--- src/hdl/citt_pkg.sv ---
// shared types and constants of the clock input tempo tracker
`default_nettype none

package citt_pkg;

   typedef enum logic [3:0] {
      METHOD_PCT    = 4'd0,
      METHOD_FLAT5  = 4'd1,
      METHOD_FLAT10 = 4'd2,
      METHOD_MAVG4  = 4'd3,
      METHOD_BLK8   = 4'd4,
      METHOD_BLK4   = 4'd5,
      METHOD_MAVG2  = 4'd6,
      METHOD_EXP4   = 4'd7,
      METHOD_EXP8   = 4'd8,
      METHOD_DIRECT = 4'd9
   } method_type;

   typedef enum logic [1:0] {
      REG_METHOD = 2'd0,
      REG_LOCK_A = 2'd1,
      REG_LOCK_B = 2'd2
   } reg_index_type;

   localparam int unsigned RING_DEPTH = 8;
   localparam int unsigned RING_IDX_W = 3;

   localparam logic [38:0] PCT_SCALE = 39'd100;
   localparam logic [38:0] PCT_HIGH  = 39'd101;
   localparam logic [38:0] PCT_LOW   = 39'd99;

   localparam logic [31:0] FLAT5_LIMIT  = 32'd5;
   localparam logic [31:0] FLAT10_LIMIT = 32'd10;

   localparam logic [3:0] MAVG4_LEN = 4'd4;
   localparam logic [3:0] BLK4_LEN  = 4'd4;
   localparam logic [3:0] BLK8_LEN  = 4'd8;

   localparam logic [31:0] ELAPSED_MAX = 32'hFFFF_FFFF;

endpackage

`default_nettype wire

--- src/hdl/clock_input_tempo_tracker.sv ---
// clock input tempo tracker: edge qualification, period capture and smoothing
//
// Input transfers on req_: tuser carries the item kind (0 jack sample, 1 elapsed
// tick), tdata[0] carries the jack level of a sample item. Every accepted item
// gives exactly one result transfer on rsp_ with the edge, pulse and channel
// change flags and the tracked period after that item.
// A qualified edge is a run of LOW_RUN low samples followed by one high sample;
// it captures the elapsed tick count, clears it and updates the period by the
// method selected in the csr_ register file (0x0 method, 0x4 lock A, 0x8 lock B).
// Throughput is one item per cycle while the output is not stalled: all state is
// updated in the cycle of the input transfer, through one pass of logic that holds
// the pct products, the ring adder tree and the exponential sums. The result sits
// in the output register the cycle after acceptance.
// While rsp_tready is low the result is held and req_tready drops only once the
// output register is full; an item is accepted in the cycle the previous result leaves.
// Reset clears history, counters, period, ring and flags, selects direct
// tracking and unlocks both channels.
`default_nettype none

module clock_input_tempo_tracker #(
   parameter int unsigned LOW_RUN = 12
) (
   input  wire logic        clock,
   input  wire logic        reset,
   input  wire logic        req_tvalid,
   output logic             req_tready,
   input  wire logic [7:0]  req_tdata,   // jack_level, zero fill
   input  wire logic        req_tuser,   // func
   output logic             rsp_tvalid,
   input  wire logic        rsp_tready,
   output logic [39:0]      rsp_tdata,   // edge_seen, clock_pulse, changed_a, changed_b,
                                         // period_out, zero fill
   input  wire logic        csr_psel,
   input  wire logic        csr_penable,
   input  wire logic        csr_pwrite,
   input  wire logic [3:0]  csr_paddr,
   input  wire logic [31:0] csr_pwdata,
   output logic [31:0]      csr_prdata,
   output logic             csr_pready
);

   localparam int unsigned HIST_W = LOW_RUN + 1;
   localparam logic [HIST_W-1:0] EDGE_PATTERN = {{LOW_RUN{1'b1}}, 1'b0};

   logic [3:0]  method_ff;
   logic        lock_a_ff;
   logic        lock_b_ff;

   logic [HIST_W-1:0] hist_ff, hist_in;
   logic [31:0] elapsed_ff, elapsed_in;
   logic [31:0] period_ff, period_in;
   logic [31:0] ring_ff [citt_pkg::RING_DEPTH];
   logic [31:0] ring_in [citt_pkg::RING_DEPTH];
   logic [31:0] ring_wr [citt_pkg::RING_DEPTH];
   logic [citt_pkg::RING_IDX_W-1:0] idx_ff, idx_in;
   logic        full_ff, full_in;
   logic [31:0] prev_ff, prev_in;

   logic        rsp_valid_ff;
   logic [39:0] rsp_data_ff;

   logic        req_accept;
   logic        csr_write;
   logic        edge_hit;
   logic        changed;
   logic        pulse;
   logic        chg_a;
   logic        chg_b;

   logic [31:0] capture;
   logic [38:0] cap_scaled;
   logic [38:0] per_high;
   logic [38:0] per_low;
   logic [31:0] diff;
   logic [3:0]  idx_inc;
   logic [33:0] sum4;
   logic [34:0] sum8;
   logic [32:0] mavg2_sum;
   logic [34:0] exp4_sum;
   logic [34:0] exp8_sum;

   assign req_tready = !rsp_valid_ff || rsp_tready;
   assign req_accept = req_tvalid && req_tready;
   assign rsp_tvalid = rsp_valid_ff;
   assign rsp_tdata  = rsp_data_ff;
   assign csr_pready = 1'b1;
   assign csr_write  = csr_psel && csr_penable && csr_pwrite;

   // datapath for the capture
   assign capture    = elapsed_ff;
   assign cap_scaled = {7'd0, capture} * citt_pkg::PCT_SCALE;
   assign per_high   = {7'd0, period_ff} * citt_pkg::PCT_HIGH;
   assign per_low    = {7'd0, period_ff} * citt_pkg::PCT_LOW;
   assign diff       = (capture > period_ff) ? capture - period_ff : period_ff - capture;
   assign idx_inc    = {1'b0, idx_ff} + 4'd1;
   assign mavg2_sum  = {1'b0, capture} + {1'b0, prev_ff};
   assign exp4_sum   = {3'd0, capture} + {2'd0, period_ff, 1'b0} + {3'd0, period_ff};
   assign exp8_sum   = {3'd0, capture} + {period_ff, 3'd0} - {3'd0, period_ff};

   always_comb begin
      for (int i = 0; i < citt_pkg::RING_DEPTH; i++) begin
         ring_wr[i] = (idx_ff == i[citt_pkg::RING_IDX_W-1:0]) ? capture : ring_ff[i];
      end
   end

   assign sum4 = {2'd0, ring_wr[0]} + {2'd0, ring_wr[1]}
               + {2'd0, ring_wr[2]} + {2'd0, ring_wr[3]};
   assign sum8 = {1'b0, sum4} + {3'd0, ring_wr[4]} + {3'd0, ring_wr[5]}
               + {3'd0, ring_wr[6]} + {3'd0, ring_wr[7]};

   always_comb begin
      hist_in    = hist_ff;
      elapsed_in = elapsed_ff;
      period_in  = period_ff;
      ring_in    = ring_ff;
      idx_in     = idx_ff;
      full_in    = full_ff;
      prev_in    = prev_ff;
      edge_hit   = 1'b0;
      changed    = 1'b0;
      if (req_accept) begin
         if (req_tuser) begin
            if (elapsed_ff != citt_pkg::ELAPSED_MAX) begin
               elapsed_in = elapsed_ff + 32'd1;
            end
         end else begin
            hist_in = {hist_ff[HIST_W-2:0], ~req_tdata[0]};
            if (hist_in == EDGE_PATTERN) begin
               edge_hit   = 1'b1;
               elapsed_in = '0;
               changed    = 1'b1;
               if (method_ff != citt_pkg::METHOD_MAVG4 && method_ff != citt_pkg::METHOD_BLK8
                   && method_ff != citt_pkg::METHOD_BLK4) begin
                  idx_in  = '0;
                  full_in = 1'b0;
               end
               case (method_ff)
                  citt_pkg::METHOD_PCT: begin
                     if (cap_scaled > per_high || cap_scaled < per_low) begin
                        period_in = capture;
                     end else begin
                        changed = 1'b0;
                     end
                  end
                  citt_pkg::METHOD_FLAT5: begin
                     if (diff > citt_pkg::FLAT5_LIMIT) begin
                        period_in = capture;
                     end else begin
                        changed = 1'b0;
                     end
                  end
                  citt_pkg::METHOD_FLAT10: begin
                     if (diff > citt_pkg::FLAT10_LIMIT) begin
                        period_in = capture;
                     end else begin
                        changed = 1'b0;
                     end
                  end
                  citt_pkg::METHOD_MAVG4: begin
                     ring_in   = ring_wr;
                     period_in = full_ff ? sum4[33:2] : capture;
                     if (idx_inc >= citt_pkg::MAVG4_LEN) begin
                        idx_in  = '0;
                        full_in = 1'b1;
                     end else begin
                        idx_in = idx_inc[citt_pkg::RING_IDX_W-1:0];
                     end
                  end
                  citt_pkg::METHOD_BLK8: begin
                     ring_in = ring_wr;
                     if (idx_inc >= citt_pkg::BLK8_LEN) begin
                        idx_in    = '0;
                        period_in = sum8[34:3];
                     end else begin
                        idx_in = idx_inc[citt_pkg::RING_IDX_W-1:0];
                     end
                  end
                  citt_pkg::METHOD_BLK4: begin
                     ring_in = ring_wr;
                     if (idx_inc >= citt_pkg::BLK4_LEN) begin
                        idx_in    = '0;
                        period_in = sum4[33:2];
                     end else begin
                        idx_in = idx_inc[citt_pkg::RING_IDX_W-1:0];
                     end
                  end
                  citt_pkg::METHOD_MAVG2: begin
                     period_in = mavg2_sum[32:1];
                     prev_in   = capture;
                  end
                  citt_pkg::METHOD_EXP4: begin
                     period_in = {exp4_sum[33:5], 3'd0};
                  end
                  citt_pkg::METHOD_EXP8: begin
                     period_in = {exp8_sum[34:6], 3'd0};
                  end
                  citt_pkg::METHOD_DIRECT: begin
                     period_in = capture;
                  end
                  default: begin
                     period_in = period_ff;
                  end
               endcase
            end
         end
      end
   end

   assign pulse = edge_hit && changed;
   assign chg_a = pulse && !lock_a_ff;
   assign chg_b = pulse && !lock_b_ff;

   // state update
   always_ff @(posedge clock) begin
      if (reset) begin
         hist_ff    <= '0;
         elapsed_ff <= '0;
         period_ff  <= '0;
         for (int i = 0; i < citt_pkg::RING_DEPTH; i++) begin
            ring_ff[i] <= '0;
         end
         idx_ff  <= '0;
         full_ff <= 1'b0;
         prev_ff <= '0;
      end else begin
         hist_ff    <= hist_in;
         elapsed_ff <= elapsed_in;
         period_ff  <= period_in;
         ring_ff    <= ring_in;
         idx_ff     <= idx_in;
         full_ff    <= full_in;
         prev_ff    <= prev_in;
      end
   end

   // result register
   always_ff @(posedge clock) begin
      if (reset) begin
         rsp_valid_ff <= 1'b0;
      end else if (req_accept) begin
         rsp_valid_ff <= 1'b1;
      end else if (rsp_tready) begin
         rsp_valid_ff <= 1'b0;
      end
      if (req_accept) begin
         rsp_data_ff <= {4'd0, period_in, chg_b, chg_a, pulse, edge_hit};
      end
   end

   // register file
   always_ff @(posedge clock) begin
      if (reset) begin
         method_ff <= citt_pkg::METHOD_DIRECT;
         lock_a_ff <= 1'b0;
         lock_b_ff <= 1'b0;
      end else if (csr_write) begin
         case (csr_paddr[3:2])
            citt_pkg::REG_METHOD: method_ff <= csr_pwdata[3:0];
            citt_pkg::REG_LOCK_A: lock_a_ff <= csr_pwdata[0];
            citt_pkg::REG_LOCK_B: lock_b_ff <= csr_pwdata[0];
            default: begin
               lock_a_ff <= lock_a_ff;
            end
         endcase
      end
   end

   always_comb begin
      case (csr_paddr[3:2])
         citt_pkg::REG_METHOD: csr_prdata = {28'd0, method_ff};
         citt_pkg::REG_LOCK_A: csr_prdata = {31'd0, lock_a_ff};
         citt_pkg::REG_LOCK_B: csr_prdata = {31'd0, lock_b_ff};
         default:              csr_prdata = '0;
      endcase
   end

   // checks
   a_edge_clears_elapsed: assert property (@(posedge clock) disable iff (reset)
      req_accept && edge_hit |=> elapsed_ff == 32'd0)
      else $error("elapsed count not cleared after edge");

   a_tick_no_edge: assert property (@(posedge clock) disable iff (reset)
      req_accept && req_tuser |=> !rsp_tdata[0])
      else $error("edge reported on tick transfer");

   a_change_needs_pulse: assert property (@(posedge clock) disable iff (reset)
      rsp_tvalid && (rsp_tdata[2] || rsp_tdata[3]) |-> rsp_tdata[1] && rsp_tdata[0])
      else $error("channel flag without pulse");

   a_idle_holds_state: assert property (@(posedge clock) disable iff (reset)
      !req_accept |=> $stable(period_ff) && $stable(elapsed_ff) && $stable(idx_ff))
      else $error("state changed without transfer");

endmodule

`default_nettype wire

--- config.mk ---
export PLATFORM = sky130hd
export DESIGN_NAME = clock_input_tempo_tracker
export DESIGN_NICKNAME = d
export VERILOG_FILES = /design/src/hdl/citt_pkg.sv /design/src/hdl/clock_input_tempo_tracker.sv
export SDC_FILE = /design/constraint.sdc
export NUM_CORES = 2
export LEC_CHECK = 0
export BUFFER_PORTS_ARGS = -buffer_cell sky130_fd_sc_hd__clkbuf_2
export CAP_MARGIN = 20
export CORE_ASPECT_RATIO = 1.2
export CORE_MARGIN = 3
export CORE_UTILIZATION = 55
export DETAILED_ROUTE_END_ITERATION = 7
export GPL_TIMING_DRIVEN = 0
export PLACE_DENSITY = 0.8
export REMOVE_ABC_BUFFERS = 1
export SLEW_MARGIN = 20
export SYNTH_ARGS = -nofsm -noshare
export SYNTH_HDL_FRONTEND = slang
export SYNTH_SLANG_ARGS = --single-unit
--- constraint.sdc ---
create_clock -name clock -period 7.8 [get_ports clock]
set_input_delay 0.39 -clock clock [delete_from_list [all_inputs] [get_ports clock]]
set_output_delay 0.39 -clock clock [all_outputs]
set_load 0.05 [all_outputs]
### Word-level counts from Yosys, hierarchy flattened

Cells that the tools add are included.
Widths: inputs -> output; s select.

* bits in registers: 411
* bits in latches: 0
* bits in writable memories: 0
* memory bits (read-only): 0
* input port bits: 52
* output and inout port bits: 75
* logic and storage cells: 143
* memories: 0

* add/subtract/negate cells: 16
* multiply operators: 3
* div/mod/pow operators: 0
* magnitude comparators: 7
* eq/ne operators: 24
* shifts and indexed selects: 0
* mux-type cells: 42
* bitwise gates (word level): 2
* reductions and logical operators: 30

Operator list (count)
* $mux 32: 21
* $pmux 32 s10: 1
* $add 35x32->35: 3
* $mul 32x7->39 const B: 2
* $add 34x32->34: 2
* $add 32x32->33: 2
* $sub 32x32->32: 2
* $gt 39x39->1: 1
* $lt 39x39->1: 1
* $mul 32x5->37 const B: 1
* $add 32x35->35: 1
* $add 34x32->35: 1
* $sub 35x32->35: 1
* $add 32x33->34: 1
* $add 33x32->34: 1
* $add 32x1->32 const B: 1
* $gt 32x3->1 const B: 1
* $gt 32x32->1: 1
* $gt 32x4->1 const B: 1
* $ne 32x32->1 const B: 1
* $eq 4x3->1 const B: 4
* $mux 1: 14
* $eq 13x13->1 const B: 1
* $eq 3x3->1 const B: 4
* 31 further kinds: 55

### Logic depth before layout (Yosys ltp)

* depth in word-level cells: 14
* depth in mapped cells: 38
* depth with buffers taken out: 37

### Least setup slack after synthesis

OpenSTA, ideal clock, no wires.

* path type: register to register
* start: reg idx_ff[0] (netlist name)
* end: reg rsp_data_ff[34] (netlist: rsp_tdata[34]) (data pin)
* setup time: 0.266 ns
* data arrival time: 8.030 ns
* required time: 7.534 ns
* slack: -0.496 ns
* stages on the path, launching flop included: 34
* buffers on the path: 2
* clock period less this slack: 8.296 ns
* cells stage by stage: dfxtp_1 > ha_1 > ha_1 > clkbuf_1 > clkbuf_1 > mux2_2 > fa_1 > inv_1 > fa_1 > inv_1 > ha_1 > fa_1 > a211o_1 > a21oi_1 > nor3_1 > nand2b_1 > a21oi_1 > xnor2_1 > fa_1 > ha_1 > and3_1 > a221oi_1 > nor2b_1 > a311oi_1 > o21ai_0 > o31a_1 > a311o_1 > a21o_1 > nand2_1 > mux2i_1 > o22ai_1 > a211o_1 > a2111oi_2 > nor2_1

RTL lines
* start: declaration: RTL line clock_input_tempo_tracker.sv:55 `logic [citt_pkg::RING_IDX_W-1:0] idx_ff, idx_in;`
* start signal: assignment: RTL line clock_input_tempo_tracker.sv:230 `idx_ff <= idx_in;`
* end signal: assignment: RTL line clock_input_tempo_tracker.sv:246 `rsp_data_ff <= {4'd0, period_in, chg_b, chg_a, pulse, edge_hit};`
* end: declaration: RTL line clock_input_tempo_tracker.sv:60 `logic [39:0] rsp_data_ff;`

### Final worst setup path

* start: reg elapsed_ff[1] (netlist: capture[1])
* end: reg rsp_data_ff[27] (netlist: rsp_tdata[27]) (data pin)

* word-level cells in the longest chain between the ends: 13
* elaborated cells on any way between the ends: 40
* classes of those cells: 14 x add/sub; 1 x mul; 5 x order compare; 19 x mux; 1 x reduce/logical

RTL lines
* start: declaration: RTL line clock_input_tempo_tracker.sv:50 `logic [31:0] elapsed_ff, elapsed_in;`
* start signal: assignment: RTL line clock_input_tempo_tracker.sv:227 `elapsed_ff <= elapsed_in;`
* $mux 32: RTL line clock_input_tempo_tracker.sv:102 `ring_wr[i] = (idx_ff == i[citt_pkg::RING_IDX_W-1:0]) ? capture : ring_ff[i];`
* $add 32x32->33: RTL line clock_input_tempo_tracker.sv:106 `assign sum4 = {2'd0, ring_wr[0]} + {2'd0, ring_wr[1]}`
* $add 33x32->34: RTL line clock_input_tempo_tracker.sv:107 `+ {2'd0, ring_wr[2]} + {2'd0, ring_wr[3]};`
* $add 34x32->34: RTL line clock_input_tempo_tracker.sv:107
* $add 34x32->35: RTL line clock_input_tempo_tracker.sv:108 `assign sum8 = {1'b0, sum4} + {3'd0, ring_wr[4]} + {3'd0, ring_wr[5]}`
* $add 35x32->35: RTL line clock_input_tempo_tracker.sv:108
* $add 35x32->35 (2 in a row): RTL line clock_input_tempo_tracker.sv:109 `+ {3'd0, ring_wr[6]} + {3'd0, ring_wr[7]};`
* $mux 32: RTL line clock_input_tempo_tracker.sv:171 `if (idx_inc >= citt_pkg::BLK8_LEN) begin`
* $pmux 32 s10 (*): RTL line clock_input_tempo_tracker.sv:137 `case (method_ff)`
* $mux 32 (*): RTL line clock_input_tempo_tracker.sv:128 `if (hist_in == EDGE_PATTERN) begin`
* $mux 32 (*): RTL line clock_input_tempo_tracker.sv:122 `if (req_tuser) begin`
* $mux 32 (*): RTL line clock_input_tempo_tracker.sv:121 `if (req_accept) begin`
* named net period_in[23]: RTL line clock_input_tempo_tracker.sv:51 `logic [31:0] period_ff, period_in;`

Mark *: on every way through the listed nets, which the timed path passes. The rest lies on a longest branch.
A chain may end at the register's enable or synchronous reset.

==> impl_metrics.csv <==
group,metric,value,unit
setup_path,path_class,"flip-flop to flip-flop",
setup_path,cp.arrival,8740,ps
global_routing,grt_pass1_vias,44140,
drt,via_count,45350,
hold_path,worstHoldPathType,"input pin to flip-flop",
clocking,cts_tree,"yes",
yosys,yosys.cell_types.count,89,
outcome,violations,"DRC, setup timing",
die,core_area,86670,um^2
sta,max_slew_margin,0.1794,
final_layout,final_nets,7179,
yosys,synth_cells,6101,
final_layout,syn2layout_area_growth,14.23,%
setup_path,r2r_slack,-620,ps
setup_path,critPathBufInv,3,
yosys,avgSynthCellArea,7.907,um^2
yosys,synth_area_leaders,"dfxtp_1 (16%), ha_1 (16%), fa_1 (15%)",
place,pre_cts_slack,-3082,ps
sta,hold_violations,0,
sta,setup_slack,-620.5,ps
place,place_congestion,0.9739,
clocking,clkSinkCount,411,
clocking,htree_levels,2,
drt,dr.pass1.iters,8,
global_routing,antenna_found_initial,2,
yosys,synth_top_area_frac,0.1556,
die,top_level_ports,127,
place,dp_hpwl,113.1,mm
yosys,synthesis.area,48240,um^2
yosys,yosys_register_bits,411,
die,chipWidth,276.4,um
yosys,async_reset_ff_frac,0,
sta,finalSetupTns,-29000,ps
drt,wl_per_cell,21.29,um
sta,slew_viol_final,0,
die,num_rows,118,
yosys,synth_seq_area_share,0.1780,
drt,drc,16,
power,p_leak,25.63,nW
drt,routed_wl,156.6,mm
yosys,yosysMostFrequentCell,"inv_1",
setup_path,worstPathRequired,8120,ps
global_routing,grt_max_degree,112,
yosys,synthTopCellsByCount,"inv_1 (795), ha_1 (598), nor2_1 (576)",
final_layout,fin_util,0.6358,
die,initial_core_util,0.5566,
clocking,clk_pin_slew,60,ps
sta,period_share,1.080,
clocking,clockBufferDepth,3,
setup_path,end_kind,"flip-flop",
sta,skew,18.77,ps
yosys,synth_warnings,0,
setup_path,crit_top_cell,"ha_1",
final_layout,instances_no_fill,7356,
drt,antenna_left,0,
sta,period_minus_slack,8421,ps
clocking,cts-root-buf,"clkbuf_16",
clocking,clock_latency,620,ps
setup_path,cp_max_fo,14,
final_layout,antennaDiodeCount,0,
global_routing,grt_overflow_total,0,
power,powerDensity,91.11,nW/um^2
setup_path,critPathLaunchType,"flip-flop",
sta,rsz0062_at_grt,"yes",
sta,max_freq,0.1188,GHz
final_layout,drive_above_1_share,0.1289,
global_routing,grt_pass1_wl,242.1,mm
place,placed_cells,7082,
clocking,cts_buffers,49,
drt,drtIter0Drc,4335,
yosys,ys.flop_type,"dfxtp_1",
die,dieHeight,330.4,um
setup_path,max_stage_delay,670,ps
outcome,status,"finished with violations",
flow_run,maxCapViolCount,0,
yosys,synth_enable_flop_cells,36,
power,irDropWorstVdd,0.1707,mV
sta,setup_viol,67,
setup_path,worst_path_max_delay_cell,"or4b_2",
yosys,synth_top_area_cell,"dfxtp_1",
global_routing,globalRouteTotalUtil,0.3306,
die,die-area,91310,um^2
place,port_buffers,56,
drt,via_per_inst,6.165,
setup_path,crit_family,"compound AO/OA/AOI/OAI gates",
sta,worst-slew-pin-transition,1227,ps
-- what timing repair did --
action	CTS	global route
setup endpoints to repair	67	67
hold buffers	1	0
cloned	6	0
hold endpoints to repair	1	0
resized for setup	366	132
pin swaps	114	95
buffers inserted	129	51
-- flip-flops by register name (all words and copies together) (netlist names) --
| register | flops |
|---|---|
| full_ff | 1 |
| lock_b_ff | 1 |
| hist_ff | 12 |
| rsp_tvalid | 1 |
| period_ff | 32 |
| idx_ff | 3 |
| method_ff | 4 |
| lock_a_ff | 1 |
| ring_ff | 256 |
| capture | 32 |
| rsp_tdata | 36 |
| prev_ff | 32 |
-- through the flow --
stage	total power, mW	hold WS, ps	instance area, um^2
detailed placement	2.514	454.2	49730
floorplan	2.392	434.6	47110
global route	5.124	30.88	55110
global placement	2.501	447.4	48820
CTS	5.014	6.697	54090
finish	5.020	15.81	55110
-- per-layer routing --
| metal | wire [um] | global-route usage | up-vias |
|---|---|---|---|
| met4 | 12430 | 0.2198 | 0 |
| li1 | - | - | 21020 |
| met1 | 59310 | 0.3880 | 21600 |
| met3 | 12050 | 0.05942 | 667 |
| met2 | 72840 | 0.5561 | 2068 |
| met5 | 0 | 0 | - |
-- area by class of cell --
class,count,area [um^2]
multi-input cells,4626,37460
fillers,7035,31560
flip-flops and latches,411,8721
inverters,817,3162
repair buffers,270,2594
clock buffers,70,1478
well taps,1140,1426
clock inverters,22,269.0
-- worst min-delay path: stages --
cell	delay [ps]
clkbuf_2	90
inv_1	50
a21oi_1	50
-- cell usage in the layout (no fill, tap or decap), drive strengths merged, types with 44 or more instances in the layout --
cell type	Yosys	final
a211oi	68	68
a21o	101	101
a21oi	355	355
a221oi	44	44
buf	61	213
clkbuf	223	126
dfxtp	375	375
fa	354	354
ha	598	598
inv	795	780
mux2	62	62
nand2	474	476
nand2b	45	47
nand3	63	63
nand4	68	68
nor2	577	577
nor2b	55	55
nor3	509	509
o21a	63	63
o21ai	364	365
xnor2	167	167
xor2	105	105
-- kinds of logic (layout without fill, tap and decap cells) --
family,after synthesis,count (layout),synth area share
simple gates,1963,1968,0.1877
compound gates,1310,1311,0.1731
buf+inv,1101,1179,0.08938
fa+ha+maj,952,952,0.3020
flops,411,411,0.1780
xor+xnor,272,272,0.04938
mux,90,90,0.02028
other cells,2,33,0.0001557
-- power breakdown --
group | total, mW | switching [mW] | internal [mW]
Clock | 2.51 | 1.02 | 1.49
Sequential | 2.14 | 0.00973 | 2.13
Combinational | 0.370 | 0.262 | 0.108
Total | 5.02 | 1.30 | 3.72
-- worst paths after layout --
check	from	to	cells past startpoint
setup reg to reg	capture[1]$_SDFFE_PP0P_	rsp_tdata[27]$_DFFE_PP_	33
hold reg to reg	prev_ff[25]$_SDFFE_PP0P_	prev_ff[25]$_SDFFE_PP0P_	2
setup / recovery	capture[1]$_SDFFE_PP0P_	rsp_tdata[27]$_DFFE_PP_	33
hold / removal	req_tvalid	rsp_tvalid$_SDFFE_PP0P_	3
Power figures use the tool's default switching activity.
